## src/rtl/core/generational_slot_allocator_defines.svh

```systemverilog
// Assertion macros for the generational slot allocator RTL.
// Depends on nothing; files that assert include it by name.
`ifndef GENERATIONAL_SLOT_ALLOCATOR_DEFINES_SVH
`define GENERATIONAL_SLOT_ALLOCATOR_DEFINES_SVH

`ifndef SYNTH

// Property that must hold at every clock edge outside reset.
`define GSA_ASSERT(name, expr, msg) \
    name: assert property (@(posedge clk) disable iff (!rst_n) (expr)) \
        else $error(msg);

// Implication whose consequent is checked in the cycle after the antecedent.
`define GSA_ASSERT_NEXT(name, ante, cons, msg) \
    name: assert property (@(posedge clk) disable iff (!rst_n) (ante) |=> (cons)) \
        else $error(msg);

`else

`define GSA_ASSERT(name, expr, msg)
`define GSA_ASSERT_NEXT(name, ante, cons, msg)

`endif

`endif

```

## src/rtl/core/gsa_ram.sv

```systemverilog
// Generic simple dual-port RAM: one write port, one read port, registered read.
// No dependencies.
`default_nettype none

module gsa_ram #(
    parameter int DEPTH = 256,
    parameter int WIDTH = 16
) (
    input  wire logic                     clk,
    input  wire logic                     we,
    input  wire logic [$clog2(DEPTH)-1:0] waddr,
    input  wire logic [WIDTH-1:0]         wdata,
    input  wire logic                     re,
    input  wire logic [$clog2(DEPTH)-1:0] raddr,
    output      logic [WIDTH-1:0]         rdata
);

    logic [WIDTH-1:0] mem [DEPTH];

    // Write port
    always_ff @(posedge clk)
    begin
        if (we)
        begin
            mem[waddr] <= wdata;
        end
    end

    // Read port, data held while re is low
    always_ff @(posedge clk)
    begin
        if (re)
        begin
            rdata <= mem[raddr];
        end
    end

endmodule

`default_nettype wire

```

## config.mk

```make
export PLATFORM = sky130hd
export DESIGN_NAME = gsa_ram
export DESIGN_NICKNAME = d
export VERILOG_FILES = /design/src/rtl/core/generational_slot_allocator_defines.svh /design/src/rtl/core/gsa_ram.sv
export SDC_FILE = /design/constraint.sdc
export NUM_CORES = 2
export LEC_CHECK = 0
export BUFFER_PORTS_ARGS = -buffer_cell sky130_fd_sc_hd__buf_2
export CAP_MARGIN = 25
export CORE_ASPECT_RATIO = 1.75
export CORE_MARGIN = 1.5
export CORE_UTILIZATION = 57
export CTS_CLUSTER_DIAMETER = 150
export CTS_CLUSTER_SIZE = 10
export DETAILED_ROUTE_END_ITERATION = 16
export PLACE_DENSITY = 0.74
export REMOVE_ABC_BUFFERS = 1
export SKIP_LAST_GASP = 1
export SYNTH_ARGS = -nofsm -noshare
export SYNTH_HDL_FRONTEND = slang
export SYNTH_SLANG_ARGS = --single-unit
```

## constraint.sdc

```tcl
create_clock -name clk -period 2.6 [get_ports clk]
set_input_delay 0.39 -clock clk [delete_from_list [all_inputs] [get_ports clk]]
set_output_delay 0.39 -clock clk [all_outputs]
set_load 0.02 [all_outputs]
```

Word level (Yosys, flattened, before mapping)
Memory sizes are Yosys's and may differ from the RTL's. A register that Yosys moved wholly into a read port is not among the register bits.
Cells that the tools add are included.
Widths: inputs -> output; s select.
{"block": "totals", "reg_bits": 0, "ramBits": 4096, "inputBits": 35, "output_inout_bits": 16, "word_cells": 3, "mem_count": 1}
{"block": "op_classes", "muxes": 2}
{"memory": "mem", "words": 256, "word_bits": 16, "rd": 1, "rd_clocked_by_memory_dff": 1, "write_ports": 1, "line_no": "gsa_ram.sv:18", "rtl": "logic [WIDTH-1:0] mem [DEPTH];"}
{"op": "$mux 1", "n": 2}

Depth between registers and ports, before layout
{"block": "depth", "depth_word": 2, "depth_mapped": 12}

Worst setup path before layout
No wires, ideal clock.
{"block": "synth_path", "path_kind": "input to register", "start": "input port raddr[0]", "end": "register rdata[4], read port of mem, data pin", "setup_ns": 0.265, "arrival_ns": 2.374, "setup_slack_ns": -0.039, "cell_stages": 8, "cell_sequence": "buf_6 -> buf_6 -> buf_2 -> mux4_2 -> mux4_2 -> a22o_1 -> o32ai_2 -> nor4_2"}
{"item": "start, declared", "line_no": "gsa_ram.sv:14", "rtl": "input wire logic [$clog2(DEPTH)-1:0] raddr,"}
{"item": "end, declared", "line_no": "gsa_ram.sv:15", "rtl": "output logic [WIDTH-1:0] rdata"}

==> impl_metrics.py <==
metrics = {
    "setup_path": {
        "worstPathArrival_ns": 3.56,
        "end_kind": "flop",
        "path_class": "input port to flop",
        "cp-start-kind": "input port",
        "crit_required_ns": 3.37,
        "worstPathMaxFanout": 34,
    },
    "floorplan": {
        "die_w_um": 402.1,
        "initial_core_util_pct": 57.28,
        "die_area_um2": 282000,
        "fp-row-count": 256,
        "ios": 51,
        "dieHeight_um": 701.4,
        "coreArea_um2": 277400,
    },
    "sta": {
        "timing.final.crit_share_pct": 107.5,
        "relSlewSlack_pct": 22.25,
        "layout_min_cycle_time_ns": 2.796,
        "fin_skew_ns": 0.07123,
        "setup_viol": 12,
        "tightest_slew_ns": 1.157,
        "worst_slack_ns": -0.1958,
        "hold_slack_ns": 0.07961,
        "rsz0062_at_grt": "true",
        "drv_slew": 0,
        "fmax_ghz": 0.3577,
        "hold_violations": 0,
    },
    "worst_hold_path": {
        "min_path_type": "input port to flop",
    },
    "power": {
        "cellPowerDensity_nw_per_um2": 732.2,
        "ir_drop_mv": 0.6104,
        "leakage_uw": 0.06076,
    },
    "synth": {
        "synthFlopType": "edfxtp_1",
        "seq_area_frac_synth_pct": 77.72,
        "syn_avg_cell_area_um2": 21.59,
        "async_flop_share_pct": 0,
        "synth_warnings": 0,
        "yosys.area.top_type_share_pct": 77.72,
        "post-synth-top-area-cell": "edfxtp_1",
        "synth_cell_types": 51,
        "synth_cells": 7360,
        "syn_area_um2": 158900,
        "synth-seq-cells": 4112,
        "yosys-top-cells-area": "edfxtp_1, mux4_2, mux2i_1, o221ai_1, nor2_1",
        "synth_enable_flop_cells": 4112,
    },
    "status": {
        "outcome": "finished with violations",
        "violations": "negative setup slack",
    },
    "place": {
        "dp.cells": 11710,
        "placed_cell_area_um2": 173500,
        "post-place-ws_ns": -1.435,
        "hpwl_um": 282100,
        "gp_congestion": 0.9337,
        "numPortBuffers": 50,
    },
    "clock_network": {
        "cts_buffer_depth": 4,
        "insertion_delay_ns": 0.97,
        "numCtsBuffers": 453,
        "cts_tree": "yes",
        "clkTransAtPathRegs_ns": 0.05,
        "clock-sinks": 4112,
        "htreeDepth": 5,
        "clockRootBuffer": "clkbuf_16",
    },
    "global_routing": {
        "overflow": 0,
        "grt_pass1_wl_um": 639400,
        "antenna_found_initial": 24,
        "grt_start_max_net_pins": 93,
        "globalRouteTotalUtil_pct": 32.25,
        "grt_pass1_vias": 86840,
    },
    "final_layout": {
        "nNetsFinal": 8602,
        "final_area_um2": 186300,
        "final_util_pct": 67.16,
        "layout.cells.most_common_list": "edfxtp_1, buf_4, mux4_2, mux2i_1, clkbuf_16",
        "area_growth_pct": 17.26,
        "drive_above_1_share_pct": 31.41,
        "mostFrequentLayoutCell": "edfxtp_1",
        "finalNonFillerCells": 12220,
    },
    "detailed_routing": {
        "finalWirelength_um": 456100,
        "drt_pass1_iterations": 6,
        "num_vias": 84990,
        "post_drt_via_cell_ratio": 6.954,
        "route.detailed.drc": 0,
        "drtAntennaViolNets": 0,
        "drtIter0Drc": 11470,
        "avgRoutedWirePerCell_um": 37.32,
    },
    "job": {
        "maxCapViolCount": 0,
    },
}
power breakdown:
group / internal (uW) / switching [uW]
Sequential: 73200 / 113
Combinational: 3260 / 5060
Clock: 30900 / 23900
final timing paths:
check	end	slack, ns	start	depth (start not counted)
min	mem[10][8]	0.08	wdata[8]	2
max	rdata[6]	-0.20	raddr[1]	11
max reg2reg	rdata[6]	-0.13	mem[121][6]	7
min reg2reg	rdata[13]	1.27	mem[118][13]	5
critical path, stage by stage:
cell,delay [ns]
buf_12,0.16
or2_4,0.36
buf_12,0.17
buf_12,0.17
buf_4,0.19
o221ai_1,0.24
o22ai_1,0.13
a21oi_1,0.21
buf_4,0.17
nand4_1,0.70
nor4_2,0.52
final cells by class:
type                       instances  area [um2]
clock buffer                     461       11540
multi-input combinational       2792       33510
inverter                           4       27.53
clock inverter                    16       212.7
tap                             3612        4519
fill                           16450       91100
antenna                           21       52.55
sequential                      4112      123500
timing repair buffer            1204       12950
registers in the layout, summed over array words and instances (netlist names):
register,flops
rdata,16
mem,4096
metrics by stage:
stage | total power, uW | TNS [ns]
detailed placement | 82470 | -16.98
global placement | 82270 | -16.51
finish | 136400 | -0.7245
floorplan | 77290 | -68.80
global route | 138900 | -0.4490
CTS | 136400 | -0.2120
kinds of logic (layout without fill, tap and decap cells):
kind of cell / after synthesis / count (layout) / synth area share, %
flops: 4112 / 4112 / 77.72
mux: 1450 / 1450 / 15.48
compound gates: 786 / 786 / 3.534
simple gates: 556 / 556 / 1.573
buf+inv: 456 / 1685 / 1.692
other cells: 0 / 21 / 0
layer usage:
metal	global-route usage, %	wire, um	up-vias
met5	0	94	-
met4	23.11	37200	14
met3	5.988	45190	1354
met2	54.28	230800	6048
met1	37.33	142800	44170
li1	-	-	33410
what timing repair did:
item,4_1_cts,5_1_grt
pin swaps,21,25
endpoints found under the setup margin,16,15
resized for setup,90,33
hold endpoints to repair,504,0
buffers inserted,6,0
gates cloned,5,0
hold buffers,13,0
synth_stat cells (all sizes together) (16+ instances only):
| cell type | number |
|---|---|
| nand2 | 38 |
| a22o | 32 |
| a221oi | 28 |
| nand4 | 26 |
| a211oi | 18 |
| clkbuf | 230 |
| nor3 | 92 |
| nand3 | 35 |
| a21oi | 175 |
| o221ai | 253 |
| buf | 222 |
| o21ai | 38 |
| nor2 | 304 |
| a22oi | 43 |
| mux2 | 88 |
| o22ai | 148 |
| nor4 | 18 |
| o31ai | 16 |
| mux2i | 565 |
| edfxtp | 4112 |
| o32ai | 21 |
| mux4 | 797 |
Note: power is estimated with default switching activity, not from simulation.
