--- config.mk ---
export PLATFORM = sky130hd
export DESIGN_NAME = gsa_ctrl
export DESIGN_NICKNAME = d
export VERILOG_FILES = /design/src/rtl/core/gsa_pkg.sv /design/src/rtl/core/gsa_ctrl.sv
export VERILOG_INCLUDE_DIRS = /design/src /design/src/rtl/core
export SDC_FILE = /design/constraint.sdc
export NUM_CORES = 1
export LEC_CHECK = 0
export BUFFER_PORTS_ARGS = -buffer_cell sky130_fd_sc_hd__buf_2
export CORE_MARGIN = 2
export CORE_UTILIZATION = 40
export CTS_CLUSTER_DIAMETER = 100
export DETAILED_ROUTE_END_ITERATION = 16
export GPL_TIMING_DRIVEN = 1
export SLEW_MARGIN = 15
export SYNTH_ARGS = -nofsm -noshare
export SYNTH_HDL_FRONTEND = slang
export SYNTH_SLANG_ARGS = --single-unit
--- constraint.sdc ---
create_clock -name clk -period 5.53 [get_ports clk]
set_input_delay 0.553 -clock clk [delete_from_list [all_inputs] [get_ports clk]]
set_output_delay 0.553 -clock clk [all_outputs]
set_load 0.005 [all_outputs]
--- src/rtl/core/generational_slot_allocator_defines.svh ---
// Assertion macros for the generational slot allocator RTL.
// Depends on nothing; files that assert include it by name.
`ifndef GENERATIONAL_SLOT_ALLOCATOR_DEFINES_SVH
`define GENERATIONAL_SLOT_ALLOCATOR_DEFINES_SVH

`ifndef SYNTH

// Property that must hold at every clock edge outside reset.
`define GSA_ASSERT(name, expr, msg) \
    name: assert property (@(posedge clk) disable iff (!rst_n) (expr)) \
        else $error(msg);

// Implication whose consequent is checked in the cycle after the antecedent.
`define GSA_ASSERT_NEXT(name, ante, cons, msg) \
    name: assert property (@(posedge clk) disable iff (!rst_n) (ante) |=> (cons)) \
        else $error(msg);

`else

`define GSA_ASSERT(name, expr, msg)
`define GSA_ASSERT_NEXT(name, ante, cons, msg)

`endif

`endif

--- src/rtl/core/gsa_pkg.sv ---
// Package for the generational slot allocator: sizes, codes and transaction types.
// Used by the controller and the top level.
`default_nettype none

package gsa_pkg;

    localparam int SLOT_COUNT = 256;
    localparam int SLOT_W     = 8;
    localparam int COUNT_W    = $clog2(SLOT_COUNT + 1);
    localparam int GEN_W      = 16;

    localparam logic [GEN_W-1:0] GEN_INIT = GEN_W'(1);

    typedef enum logic [1:0] {
        OP_ALLOC       = 2'd0,
        OP_RELEASE     = 2'd1,
        OP_QUERY       = 2'd2,
        OP_RELEASE_ALL = 2'd3
    } op_t;

    typedef enum logic [1:0] {
        STATUS_OK        = 2'd0,
        STATUS_EXHAUSTED = 2'd1,
        STATUS_NOT_ALIVE = 2'd2
    } status_t;

    typedef enum logic [1:0] {
        S_CLEAR,
        S_IDLE,
        S_EXEC,
        S_BUMP
    } state_t;

    typedef struct packed {
        op_t               operation;
        logic [SLOT_W-1:0] handle_slot;
        logic [GEN_W-1:0]  handle_generation;
    } gsa_req_t;

    typedef struct packed {
        status_t           status;
        logic [SLOT_W-1:0] granted_slot;
        logic [GEN_W-1:0]  granted_generation;
        logic              is_alive;
    } gsa_rsp_t;

    // Generation memory access from the controller
    typedef struct packed {
        logic              re;
        logic [SLOT_W-1:0] raddr;
        logic              we;
        logic [SLOT_W-1:0] waddr;
        logic [GEN_W-1:0]  wdata;
    } gsa_gen_mem_t;

    // Free stack memory access from the controller
    typedef struct packed {
        logic              re;
        logic [SLOT_W-1:0] raddr;
        logic              we;
        logic [SLOT_W-1:0] waddr;
        logic [SLOT_W-1:0] wdata;
    } gsa_stk_mem_t;

endpackage

`default_nettype wire

--- src/rtl/core/gsa_ctrl.sv ---
// Controller of the generational slot allocator: sequencer, free count,
// top-of-stack cache and result register. Uses gsa_pkg and the defines header.
`default_nettype none

`include "generational_slot_allocator_defines.svh"

module gsa_ctrl
    import gsa_pkg::*;
(
    input  wire logic              clk,
    input  wire logic              rst_n,
    input  wire logic              req_valid,
    output      logic              req_stall,
    input  wire gsa_req_t          req_data,
    output      logic              rsp_valid,
    input  wire logic              rsp_stall,
    output      gsa_rsp_t          rsp_data,
    output      gsa_gen_mem_t      gen_mem,
    input  wire logic [GEN_W-1:0]  gen_rdata,
    output      gsa_stk_mem_t      stk_mem,
    input  wire logic [SLOT_W-1:0] stk_rdata
);

    state_t             state_reg, state_next;
    logic [SLOT_W-1:0]  idx_reg, idx_next;
    logic [COUNT_W-1:0] count_reg, count_next;
    logic [SLOT_W-1:0]  tos_reg, tos_next;
    gsa_req_t           item_reg, item_next;
    logic               rsp_valid_reg, rsp_valid_next;
    gsa_rsp_t           rsp_reg, rsp_next;

    logic               rsp_free;
    logic               rsp_load;
    logic               count_zero;
    logic               count_full;
    logic               slot_in_range;
    logic               alive;
    logic               idx_last;
    logic [SLOT_W-1:0]  idx_fill;
    logic [COUNT_W-1:0] count_m2;

    // Status terms
    assign rsp_free      = !rsp_valid_reg || !rsp_stall;
    assign count_zero    = (count_reg == '0);
    assign count_full    = (count_reg == COUNT_W'(SLOT_COUNT));
    assign slot_in_range = ({1'b0, item_reg.handle_slot} < COUNT_W'(SLOT_COUNT));
    assign alive         = (item_reg.handle_generation != '0) && slot_in_range
                           && (gen_rdata == item_reg.handle_generation);
    assign idx_last      = (idx_reg == SLOT_W'(SLOT_COUNT - 1));
    assign idx_fill      = SLOT_W'(SLOT_COUNT - 1) - idx_reg;
    assign count_m2      = count_reg - COUNT_W'(2);

    assign req_stall = (state_reg != S_IDLE);
    assign rsp_valid = rsp_valid_reg;
    assign rsp_data  = rsp_reg;

    // Next state, memory accesses and result
    always_comb
    begin
        state_next     = state_reg;
        idx_next       = idx_reg;
        count_next     = count_reg;
        tos_next       = tos_reg;
        item_next      = item_reg;
        rsp_valid_next = rsp_valid_reg && rsp_stall;
        rsp_next       = rsp_reg;
        rsp_load       = 1'b0;
        gen_mem        = '0;
        stk_mem        = '0;

        unique case (state_reg)
            S_CLEAR:
            begin
                // Post-reset init: generation 1, stack descending
                gen_mem.we    = 1'b1;
                gen_mem.waddr = idx_reg;
                gen_mem.wdata = GEN_INIT;
                stk_mem.we    = 1'b1;
                stk_mem.waddr = idx_reg;
                stk_mem.wdata = idx_fill;
                if (idx_last)
                begin
                    state_next = S_IDLE;
                    idx_next   = '0;
                end
                else
                begin
                    idx_next = idx_reg + SLOT_W'(1);
                end
            end

            S_IDLE:
            begin
                if (req_valid)
                begin
                    item_next     = req_data;
                    gen_mem.re    = 1'b1;
                    gen_mem.raddr = (req_data.operation == OP_ALLOC) ? tos_reg
                                                                     : req_data.handle_slot;
                    // Entry below the top refreshes the cache after a pop
                    stk_mem.re    = 1'b1;
                    stk_mem.raddr = count_m2[SLOT_W-1:0];
                    state_next    = S_EXEC;
                end
            end

            S_EXEC:
            begin
                if (rsp_free)
                begin
                    rsp_load       = 1'b1;
                    rsp_valid_next = 1'b1;
                    rsp_next       = '0;
                    state_next     = S_IDLE;
                    case (item_reg.operation)
                        OP_ALLOC:
                        begin
                            if (count_zero)
                            begin
                                rsp_next.status = STATUS_EXHAUSTED;
                            end
                            else
                            begin
                                rsp_next.status             = STATUS_OK;
                                rsp_next.granted_slot       = tos_reg;
                                rsp_next.granted_generation = gen_rdata;
                                count_next                  = count_reg - COUNT_W'(1);
                                tos_next                    = stk_rdata;
                            end
                        end

                        OP_RELEASE:
                        begin
                            rsp_next.is_alive = alive;
                            if (alive && !count_full)
                            begin
                                rsp_next.status = STATUS_OK;
                                gen_mem.we      = 1'b1;
                                gen_mem.waddr   = item_reg.handle_slot;
                                gen_mem.wdata   = gen_rdata + GEN_W'(1);
                                stk_mem.we      = 1'b1;
                                stk_mem.waddr   = count_reg[SLOT_W-1:0];
                                stk_mem.wdata   = item_reg.handle_slot;
                                count_next      = count_reg + COUNT_W'(1);
                                tos_next        = item_reg.handle_slot;
                            end
                            else
                            begin
                                rsp_next.status = STATUS_NOT_ALIVE;
                            end
                        end

                        OP_QUERY:
                        begin
                            rsp_next.is_alive = alive;
                            rsp_next.status   = alive ? STATUS_OK : STATUS_NOT_ALIVE;
                        end

                        OP_RELEASE_ALL:
                        begin
                            rsp_next.status = STATUS_OK;
                            gen_mem.re      = 1'b1;
                            gen_mem.raddr   = '0;
                            idx_next        = '0;
                            state_next      = S_BUMP;
                        end

                        default:
                        begin
                            state_next = S_IDLE;
                        end
                    endcase
                end
            end

            S_BUMP:
            begin
                // Read-modify-write sweep, one slot per cycle
                gen_mem.we    = 1'b1;
                gen_mem.waddr = idx_reg;
                gen_mem.wdata = gen_rdata + GEN_W'(1);
                stk_mem.we    = 1'b1;
                stk_mem.waddr = idx_reg;
                stk_mem.wdata = idx_fill;
                if (idx_last)
                begin
                    state_next = S_IDLE;
                    idx_next   = '0;
                    count_next = COUNT_W'(SLOT_COUNT);
                    tos_next   = '0;
                end
                else
                begin
                    idx_next      = idx_reg + SLOT_W'(1);
                    gen_mem.re    = 1'b1;
                    gen_mem.raddr = idx_reg + SLOT_W'(1);
                end
            end

            default:
            begin
                state_next = S_CLEAR;
                idx_next   = '0;
            end
        endcase
    end

    // Control registers
    always_ff @(posedge clk or negedge rst_n)
    begin
        if (!rst_n)
        begin
            state_reg     <= S_CLEAR;
            idx_reg       <= '0;
            count_reg     <= COUNT_W'(SLOT_COUNT);
            tos_reg       <= '0;
            rsp_valid_reg <= 1'b0;
        end
        else
        begin
            state_reg     <= state_next;
            idx_reg       <= idx_next;
            count_reg     <= count_next;
            tos_reg       <= tos_next;
            rsp_valid_reg <= rsp_valid_next;
        end
    end

    // Payload registers
    always_ff @(posedge clk)
    begin
        item_reg <= item_next;
        rsp_reg  <= rsp_next;
    end

    // Checks
    `GSA_ASSERT(a_count_bound, count_reg <= COUNT_W'(SLOT_COUNT), "free count above pool size")
    `GSA_ASSERT(a_push_bumps_gen, !stk_mem.we || gen_mem.we, "stack write without generation write")
    `GSA_ASSERT(a_load_in_exec, !rsp_load || state_reg == S_EXEC, "result loaded outside execute")
    `GSA_ASSERT_NEXT(a_pop_count, rsp_load && item_reg.operation == OP_ALLOC && !count_zero, count_reg == $past(count_reg) - COUNT_W'(1), "allocate did not pop")
    `GSA_ASSERT_NEXT(a_hold_result, rsp_valid_reg && rsp_stall, rsp_valid_reg && $stable(rsp_reg), "stalled result lost")

endmodule

`default_nettype wire

After elaboration in Yosys (flattened, before gate mapping)
Index checks and enable logic that the tools add are counted.
{"block": "op_classes", "add_sub_neg": 6, "n_eq_ne": 18, "mux": 42, "n_bitwise": 1, "n_reduce_logical": 22}
{"operator": "$mux 9", "n": 9}
{"operator": "$pmux 25 s3", "n": 1}
{"operator": "$mux 8", "n": 8}
{"operator": "$mux 17", "n": 3}
{"operator": "$mux 25", "n": 2}
{"operator": "$pmux 8 s2", "n": 3}
{"operator": "$pmux 9 s2", "n": 2}
{"operator": "$mux 34", "n": 1}
{"operator": "$pmux 17 s2", "n": 1}
{"operator": "$pmux 9 s3", "n": 1}
{"operator": "$add 16x1->16 const B", "n": 1}
{"operator": "$eq 16x16->1", "n": 1}
{"operator": "$reduce_bool 16->1", "n": 1}
{"operator": "$mux 2", "n": 6}
{"operator": "$add 9x1->9 const B", "n": 1}
{"operator": "$eq 9x9->1 const B", "n": 1}
{"operator": "$logic_not 9->1", "n": 1}
{"operator": "$sub 9x1->9 const B", "n": 1}
{"operator": "$add 8x1->8 const B", "n": 1}
{"operator": "$eq 2x2->1 const B", "n": 4}
{"operator": "$eq 8x8->1 const B", "n": 1}
{"operator": "$pmux 2 s4", "n": 1}
{"operator": "$sub 8x2->8 const B", "n": 1}
{"operator": "$sub 8x8->8 const A", "n": 1}
{"operator": "other kinds (17)", "n": 36}
{"block": "word_totals", "ff_bits": 81, "in_bits": 54, "out_inout_bits": 89, "elab_cells": 101}

Logic depth before layout (Yosys ltp)
Gate-level depths: netlist of the first run.
{"block": "depth", "depth_word": 7, "depth_mapped": 11}

Worst setup path after synthesis of the first run
OpenSTA, ideal clock, no wires.
{"block": "synth_path", "path_type": "reg-to-output", "from": "register state_reg[0]", "to": "output port gen_mem[16] (netlist name)", "arrival_time_ns": 2.665, "setup_slack_ns": 2.312, "stages_incl_launch_ff": 11, "n_path_buf": 3, "path_cell_list": "dfrtp_1 > inv_1 > ha_1 > clkbuf_1 > and2_1 > nand2_1 > and4b_1 > buf_2 > buf_2 > nand2_1 > a21oi_1"}
{"element": "start: declaration", "line_no": "gsa_ctrl.sv:24", "text": "state_t state_reg, state_next;"}
{"element": "start signal: assignment", "line_no": "gsa_ctrl.sv:221", "text": "state_reg <= state_next;"}
{"element": "end: declaration", "line_no": "gsa_ctrl.sv:18", "text": "output gsa_gen_mem_t gen_mem,"}

==> flow_summary_export.csv, run 1 <==
group,metric,value,unit
synthesis,synth_top_area_cell,"edfxtp_1",
worst_setup_path,cpMaxStageDelayCell,"and4b_1",
synthesis,synth_top_area_share,0.321,
worst_setup_path,r2r_slack,2630,ps
grt,grt-ovfl-total,0,
floorplan,chipHeight,115,um
clock_tree,ctsHoldBuffers,0,
detailed_routing,drc_errors,0,
clock_tree,post_cts_buffers,0,
floorplan,dieArea,13300,sq um
synthesis,muxShareOfSynthArea,0.0346,
finish,diodes,0,
synthesis,synth-async-reset-ratio,0.346,
worst_setup_path,cp-startpoint,"state_reg[0]",
clock_tree,clk_path_buf_depth,2,
worst_setup_path,worst-setup-path-type,"register to output pin",
worst_setup_path,critPathRequiredTime,4980,ps
finish,largest_reg_flops,27,
worst_setup_path,crit_chain,"inv_1 -> ha_1 -> and2_1 -> buf_4 -> nand2_1 -> and4b_1 -> o21bai_2 -> nor2_1 -> buf_2",
floorplan,io_pins,143,
placement,gp_congestion,0.909,
floorplan,num_rows,40,
finish,fin_area,6050,sq um
synthesis,yosysSeqAreaShare,0.463,
hold_path,hold_path_class,"input port to asynchronous set/reset pin",
synthesis,ys_ff_latch,81,
detailed_routing,ant_nets,0,
clock_tree,cts_max_level,3,
worst_setup_path,crit_family,"simple AND/OR/NAND/NOR gates",
timing,slew_viol_final,0,
timing,fin_crit_sh,0.706,
synthesis,netlist_area,4950,sq um
timing,relSlewSlack,0.294,
synthesis,synthTopCellsByArea,"edfxtp_1 32%, dfrtp_1 14%, xnor2_1 5.5%",
worst_setup_path,r2r_start,"idx_reg[0]",
clock_tree,cts_resized,0,
clock_tree,cts_tree,"done",
detailed_routing,vias,4238,
timing,tightest_slew,1060,ps
clock_tree,clk_latency,350,ps
timing,setup-tns-final,0,ps
power_and_ir_drop,finalPower,3.11,mW
worst_setup_path,slowest_delay,750,ps
finish,layout_commonest_cell,"buf_2",
detailed_routing,drt-pass1-iter-count,8,
finish,layout-drive-gt1-share,0.282,
power_and_ir_drop,power.density,513,nW/um^2
timing,fin_crit,3900,ps
timing,fmax,0.256,GHz
synthesis,synth_compound_area_frac,0.136,
synthesis,synthXorXnorAreaFrac,0.0811,
grt,grt_pass1_wl,21.9,mm
grt,grt_max_degree,29,
clock_tree,clk_pin_slew,70,ps
power_and_ir_drop,vdd_ir_drop_max,0.258,mV
synthesis,synth.distinct_cells,53,
worst_setup_path,arrival,3350,ps
worst_setup_path,cp_max_fo,28,
floorplan,start_util,0.410,
placement,dp_cells,786,
clock_tree,cts.root.buffer_cell,"clkbuf_16",
placement,dpl.hpwl,10.8,mm
synthesis,synth_simple_gate_area_frac,0.192,
run,drv.max_cap_violation_count,0,
finish,layout_common_cells,"142 x buf_2, 53 x edfxtp_1, 50 x nor2_1, 45 x nand2_1, 32 x a21oi_1",
detailed_routing,wl,14.1,mm
finish,fin_nets,703,
detailed_routing,drt_iter0_drc,260,
synthesis,syn_area_per_cell,9.90,sq um
clock_tree,cts_made_buffers,9,
timing,setup_viol,0,
synthesis,synth_edf_count,53,
timing,setup_ws,1630,ps
grt,grt_pass1_vias,4003,
placement,post-place-ws,1960,ps
synthesis,synth_top_family_by_area,"simple AND/OR/NAND/NOR gates",
finish,stdcell_count,802,
worst_setup_path,start_kind,"register",
synthesis,syn_inst,500,
run_status,status,"finished, final reports clean",
grt,track_usage,0.218,
worst_setup_path,path_buf_inv,3,
floorplan,core_area,12100,sq um
power_and_ir_drop,p_leak,2.66,nW
timing,hold_ws,243,ps
synthesis,synth_flop_cell,"edfxtp_1",
detailed_routing,vias_per_cell,5.28,
grt,antenna_found_initial,0,
timing,hold_viol,0,
worst_setup_path,end_kind,"output pin",
detailed_routing,wl_per_cell,17.5,um
placement,io_buffer_count,142,
synthesis,synth_nets,574,
finish,syn2layout_area_growth,22.3,%
clock_tree,cts.sinks,81,
finish,final_util,0.502,
synthesis,synthAdderAreaFrac,0.0521,
placement,place_area,5760,sq um
synthesis,yosysWarnings,0,
timing,rsz0062_at_grt,"no",
floorplan,die_x,115,um
timing,skew,9.80,ps
synthesized netlist by cell type, types with 13 or more instances:
library cell / instances
mux2i_1: 16
a21oi_1: 32
edfxtp_1: 53
xnor2_1: 31
xor2_1: 13
dfrtp_1: 27
inv_1: 17
nand2_1: 45
and2_1: 25
ha_1: 19
clkbuf_1: 15
nand3_1: 14
nor2_1: 50
o21ai_0: 22
metal layers:
layer,GRT usage,vias up,part of all wire
li1,-,2037,-
met1,0.306,2038,0.45
met2,0.344,145,0.49
met3,0.0290,18,0.046
met4,0.0827,0,0.021
met5,0,-,0
kinds of logic (layout without fill, tap and decap cells):
group | count (synthesis) | in the layout
simple gates | 188 | 188
compound gates | 105 | 105
flops | 81 | 81
xor+xnor | 45 | 45
buf+inv | 44 | 178
fa+ha+maj | 20 | 20
mux | 17 | 17
cell type report:
type,instances,area [sq um]
Tap cell,168,210
Multi-Input combinational cell,375,2460
Clock inverter,7,68.8
Fill cell,1135,6010
Clock buffer,9,225
Sequential cell,81,2290
Timing Repair Buffer,145,733
Inverter,17,63.8
report_power, final:
group | switching [mW] | total, mW | internal [mW]
registers | 0.165 | 1.01 | 0.840
clock network | 0.274 | 0.593 | 0.318
logic | 0.861 | 1.51 | 0.648
final timing paths:
| kind | end | depth (start not counted) |
|---|---|---|
| setup / recovery | gen_mem[4] | 9 |
| hold / removal | tos_reg[0] | 1 |
| setup reg to reg | count_reg[0] | 7 |
| hold reg to reg | tos_reg[3] | 1 |
| max in group asynchronous | tos_reg[3] | 1 |
| min in group clk | item_reg[9] | 1 |
Power figures use the tool's default switching activity.
==> run 2: changes to the inputs <==
==> constraint.sdc (replaced) <==
create_clock -name clk -period 3.8 [get_ports clk]
set_input_delay 0.38 -clock clk [delete_from_list [all_inputs] [get_ports clk]]
set_output_delay 0.38 -clock clk [all_outputs]
set_load 0.005 [all_outputs]
==> flow_summary_export.csv, run 2 (synthesized netlist as in run 1, its figures left out) <==
group,metric,value,unit
finish,layout_commonest_cell,"buf_2",
power_and_ir_drop,p_sw_frac,0.404,
placement,io_buffer_count,142,
clock_tree,cts.sinks,81,
worst_setup_path,cpMaxStageDelayCell,"nor4_1",
timing,setup_ws,766,ps
finish,fin_nets,708,
floorplan,num_rows,40,
worst_setup_path,end_kind,"output pin",
power_and_ir_drop,power_frac_clock,0.191,
timing,rsz0062_at_grt,"no",
timing,fin_crit_sh,0.798,
detailed_routing,wl_per_cell,17.5,um
floorplan,start_util,0.410,
clock_tree,post_cts_buffers,0,
worst_setup_path,cp_max_fo,19,
clock_tree,cts_max_level,3,
power_and_ir_drop,power.density,749,nW/um^2
finish,fillers,1153,
power_and_ir_drop,power_frac_seq,0.319,
worst_setup_path,slowest_delay,480,ps
grt,grt_pass1_wl,21.9,mm
timing,fin_crit,3030,ps
timing,skew,6.31,ps
worst_setup_path,r2r_slack,1060,ps
grt,grt_max_degree,29,
worst_setup_path,r2r_start,"item_reg[24]",
worst_setup_path,crit_chain,"nor4_1 -> nand3_1 -> and4b_1 -> buf_4 -> o21bai_2 -> nor2_1 -> buf_2",
worst_setup_path,start_kind,"register",
power_and_ir_drop,finalPower,4.57,mW
placement,post-place-ws,1070,ps
timing,fmax,0.330,GHz
grt,grt_pass1_vias,4086,
finish,syn2layout_area_growth,23.1,%
floorplan,chipHeight,115,um
finish,layout_common_cells,"142 x buf_2, 53 x edfxtp_1, 50 x nor2_1, 45 x nand2_1, 32 x a21oi_1",
worst_setup_path,rr_endpoint,"count_reg[8]",
clock_tree,cts.root.buffer_cell,"clkbuf_16",
floorplan,dieArea,13300,sq um
detailed_routing,wl,14.1,mm
grt,track_usage,0.218,
placement,dpl.hpwl,11.0,mm
run_status,status,"finished, final reports clean",
timing,hold_viol,0,
worst_setup_path,r2r_cells,9,
power_and_ir_drop,vdd_ir_drop_max,0.369,mV
worst_setup_path,arrival,2650,ps
grt,grt-ovfl-total,0,
placement,gp_congestion,0.970,
clock_tree,cts_resized,0,
run,drv.max_cap_violation_count,0,
timing,relSlewSlack,0.514,
timing,slew_viol_final,0,
placement,dp_cells,791,
worst_setup_path,critPathRequiredTime,3420,ps
detailed_routing,drt_iter0_drc,207,
timing,setup_viol,0,
clock_tree,cts_tree,"done",
detailed_routing,ant_nets,0,
detailed_routing,drc_errors,0,
worst_setup_path,worst-setup-path-type,"register to output pin",
grt,antenna_found_initial,1,
power_and_ir_drop,p_comb_frac,0.490,
finish,layout-drive-gt1-share,0.286,
finish,stdcell_count,808,
timing,tightest_slew,727,ps
detailed_routing,vias,4260,
power_and_ir_drop,p_leak,2.68,nW
floorplan,die_x,115,um
hold_path,hold_path_class,"input port to asynchronous set/reset pin",
clock_tree,clk_latency,340,ps
clock_tree,clk_pin_slew,60,ps
power_and_ir_drop,p_sw,1.85,mW
power_and_ir_drop,p_int,2.72,mW
detailed_routing,vias_per_cell,5.27,
clock_tree,cts_made_buffers,9,
finish,largest_reg_flops,27,
floorplan,core_area,12100,sq um
clock_tree,ctsHoldBuffers,0,
clock_tree,clk_path_buf_depth,2,
timing,setup-tns-final,0,ps
floorplan,io_pins,143,
detailed_routing,drt-pass1-iter-count,5,
==> run 2: worst max path at each step <==
stage / startpoint / to / slack, ps / depth (start not counted)
6_report: count_reg[2] / gen_mem[6] / 770 / 7
5_1_grt: count_reg[2] / gen_mem[6] / 510 / 7
4_1_cts: count_reg[2] / gen_mem[14] / 750 / 7
3_5_place_dp: item_reg[24] / count_reg[8] / 1070 / 9
3_3_place_gp: item_reg[24] / count_reg[8] / 1100 / 9
2_1_floorplan: state_reg[0] / gen_mem[16] / 760 / 10
==> run 2: per-stage QoR <==
| stage | hold WS (ps) | util | area (sq um) |
|---|---|---|---|
| after floorplan | 84.4 | - | 4950 |
| final | 83.1 | 0.505 | 6100 |
| after detailed placement | 471 | 0.481 | 5800 |
| after CTS | 111 | 0.505 | 6090 |
| after global routing | 139 | 0.505 | 6100 |
| after global placement | 450 | 0.481 | 5800 |
==> run 2: power by group through the flow <==
stage	logic, mW	registers, mW	clock network, mW
after floorplan	1.56	1.38	0
after global placement	2.21	1.46	0
after detailed placement	2.25	1.47	0
after CTS	2.26	1.46	0.883
after global routing	2.49	1.49	0.931
final	2.24	1.46	0.873
==> run 2: layout make-up <==
type	instances	area (sq um)	area share
tap	168	210	0.0345
clock buffer	11	243	0.0398
multi-input combinational	375	2460	0.403
timing repair buffer	150	771	0.126
inverter	17	63.8	0.0105
clock inverter	5	55.1	0.00903
sequential	81	2290	0.376
antenna	1	2.50	0.000410
==> run 2: worst max-delay path: cells and delay by family, from the launching register on <==
kind | cells | cell delay, ps
AOI/OAI and AO/OA | 1 | 480
buffers and inverters | 2 | 350
DFF | 1 | 450
and+or+nand+nor | 4 | 1010
==> run 2: metal layers <==
metal / part of all wire / GRT usage / vias to the layer above
met4: 0.033 / 0.100 / 0
met3: 0.031 / 0.0295 / 31
met5: 0 / 0 / -
met2: 0.48 / 0.345 / 111
met1: 0.46 / 0.297 / 2065
li1: - / - / 2053
==> run 3: changes to the inputs <==
==> constraint.sdc (replaced) <==
create_clock -name clk -period 3.1 [get_ports clk]
set_input_delay 0.31 -clock clk [delete_from_list [all_inputs] [get_ports clk]]
set_output_delay 0.31 -clock clk [all_outputs]
set_load 0.005 [all_outputs]
==> flow_summary_export.csv, run 3 (synthesized netlist as in run 1, its figures left out) <==
group,metric,value,unit
run_status,status,"finished, violations left",
run_status,violations,"negative hold slack",
detailed_routing,wl_per_cell,17.7,um
floorplan,die_x,115,um
placement,gp_congestion,0.922,
power_and_ir_drop,p_comb_frac,0.497,
clock_tree,clk_path_buf_depth,2,
finish,stdcell_count,814,
detailed_routing,drt_iter0_drc,260,
detailed_routing,wl,14.4,mm
grt,antenna_found_initial,2,
placement,place_area,5830,sq um
clock_tree,cts_max_level,3,
run,drv.max_cap_violation_count,0,
floorplan,start_util,0.410,
timing,hold_ws,-0.141,ps
finish,layout-drive-gt1-share,0.297,
power_and_ir_drop,p_int,3.37,mW
floorplan,num_rows,40,
worst_setup_path,r2r_slack,460,ps
finish,fin_nets,713,
timing,fin_crit,2870,ps
grt,grt_max_degree,29,
detailed_routing,drt-pass1-iter-count,4,
worst_setup_path,end_kind,"output pin",
grt,track_usage,0.221,
floorplan,core_area,12100,sq um
power_and_ir_drop,power.density,930,nW/um^2
timing,tightest_slew,720,ps
detailed_routing,ant_nets,0,
grt,grt-ovfl-total,0,
floorplan,dieArea,13300,sq um
power_and_ir_drop,p_sw_frac,0.411,
power_and_ir_drop,p_sw,2.36,mW
power_and_ir_drop,finalPower,5.73,mW
floorplan,io_pins,143,
worst_setup_path,rr_endpoint,"count_reg[0]",
timing,slew_viol_final,0,
timing,skew,10.9,ps
finish,syn2layout_area_growth,24.5,%
worst_setup_path,cp-startpoint,"item_reg[2]",
finish,layout_common_cells,"142 x buf_2, 53 x edfxtp_1, 50 x nor2_1, 45 x nand2_1, 32 x a21oi_1",
clock_tree,ctsHoldBuffers,0,
clock_tree,clk_pin_slew,60,ps
timing,hold_viol,1,
power_and_ir_drop,p_leak,2.72,nW
worst_setup_path,arrival,2560,ps
placement,io_buffer_count,142,
placement,post-place-ws,271,ps
clock_tree,cts_resized,1,
grt,grt_pass1_vias,4073,
power_and_ir_drop,power_frac_clock,0.193,
power_and_ir_drop,vdd_ir_drop_max,0.347,mV
timing,setup_viol,0,
worst_setup_path,r2r_cells,7,
placement,dpl.hpwl,11.1,mm
grt,grt_pass1_wl,22.1,mm
clock_tree,cts_tree,"done",
timing,rsz0062_at_grt,"no",
worst_setup_path,cp_max_fo,10,
worst_setup_path,critPathRequiredTime,2790,ps
worst_setup_path,start_kind,"register",
clock_tree,clk_latency,340,ps
timing,setup_ws,229,ps
finish,largest_reg_flops,27,
worst_setup_path,r2r_start,"idx_reg[0]",
placement,dp_cells,796,
clock_tree,cts.sinks,81,
hold_path,hold_path_class,"input port to asynchronous set/reset pin",
finish,final_util,0.511,
clock_tree,cts.root.buffer_cell,"clkbuf_16",
clock_tree,cts_made_buffers,9,
timing,setup-tns-final,0,ps
floorplan,chipHeight,115,um
power_and_ir_drop,power_frac_seq,0.310,
worst_setup_path,endpoint,"gen_mem[24]",
worst_setup_path,worst-setup-path-type,"register to output pin",
timing,fin_crit_sh,0.926,
finish,fillers,1149,
detailed_routing,drc_errors,0,
detailed_routing,vias_per_cell,5.26,
clock_tree,post_cts_buffers,0,
finish,fin_area,6160,sq um
finish,layout_commonest_cell,"buf_2",
timing,fmax,0.348,GHz
detailed_routing,vias,4279,
timing,relSlewSlack,0.518,
-- run 3: power by group through the flow --
| stage | Combinational, mW | Sequential [mW] | Clock (mW) |
|---|---|---|---|
| finish | 2.85 | 1.78 | 1.11 |
| detailed placement | 2.82 | 1.79 | 0 |
| floorplan | 1.91 | 1.69 | 0 |
| CTS | 2.85 | 1.77 | 1.13 |
| global placement | 2.80 | 1.79 | 0 |
| global route | 3.16 | 1.81 | 1.17 |
-- run 3: layout make-up --
class                   instances  area (sq um)  area share
diodes                          2          5.00    0.000812
clock buffers                   9           225      0.0365
clock inverters                 7          81.3      0.0132
inverters                      17          63.8      0.0104
multi-input cells             375          2480       0.402
flip-flops and latches         81          2290       0.372
well taps                     168           210      0.0341
repair buffers                155           808       0.131
-- run 3: worst min path at each step --
stage               start           end  slack, ps
finish              rst_n    idx_reg[1]       -0.1
global route        rst_n    idx_reg[4]         40
CTS                 rst_n    idx_reg[1]         10
detailed placement  rst_n    idx_reg[1]        390
global placement    rst_n    idx_reg[4]        380
floorplan           rst_n  count_reg[0]         10
-- run 3: critical path, stage by stage, from the launching register on --
cell	delay, ps
edfxtp_1	450
xnor2_2	170
nand4_1	150
nor4_4	430
and4b_4	410
buf_4	200
nor2_1	100
mux2i_1	170
buf_2	130
-- run 3: per-layer routing --
layer / part of all wire / vias to the layer above / global-route usage / wire length (um)
li1: - / 2064 / - / -
met1: 0.47 / 2033 / 0.318 / 6720
met2: 0.45 / 148 / 0.327 / 6550
met3: 0.045 / 34 / 0.0295 / 647
met4: 0.036 / 0 / 0.112 / 523
met5: 0 / - / 0 / 0
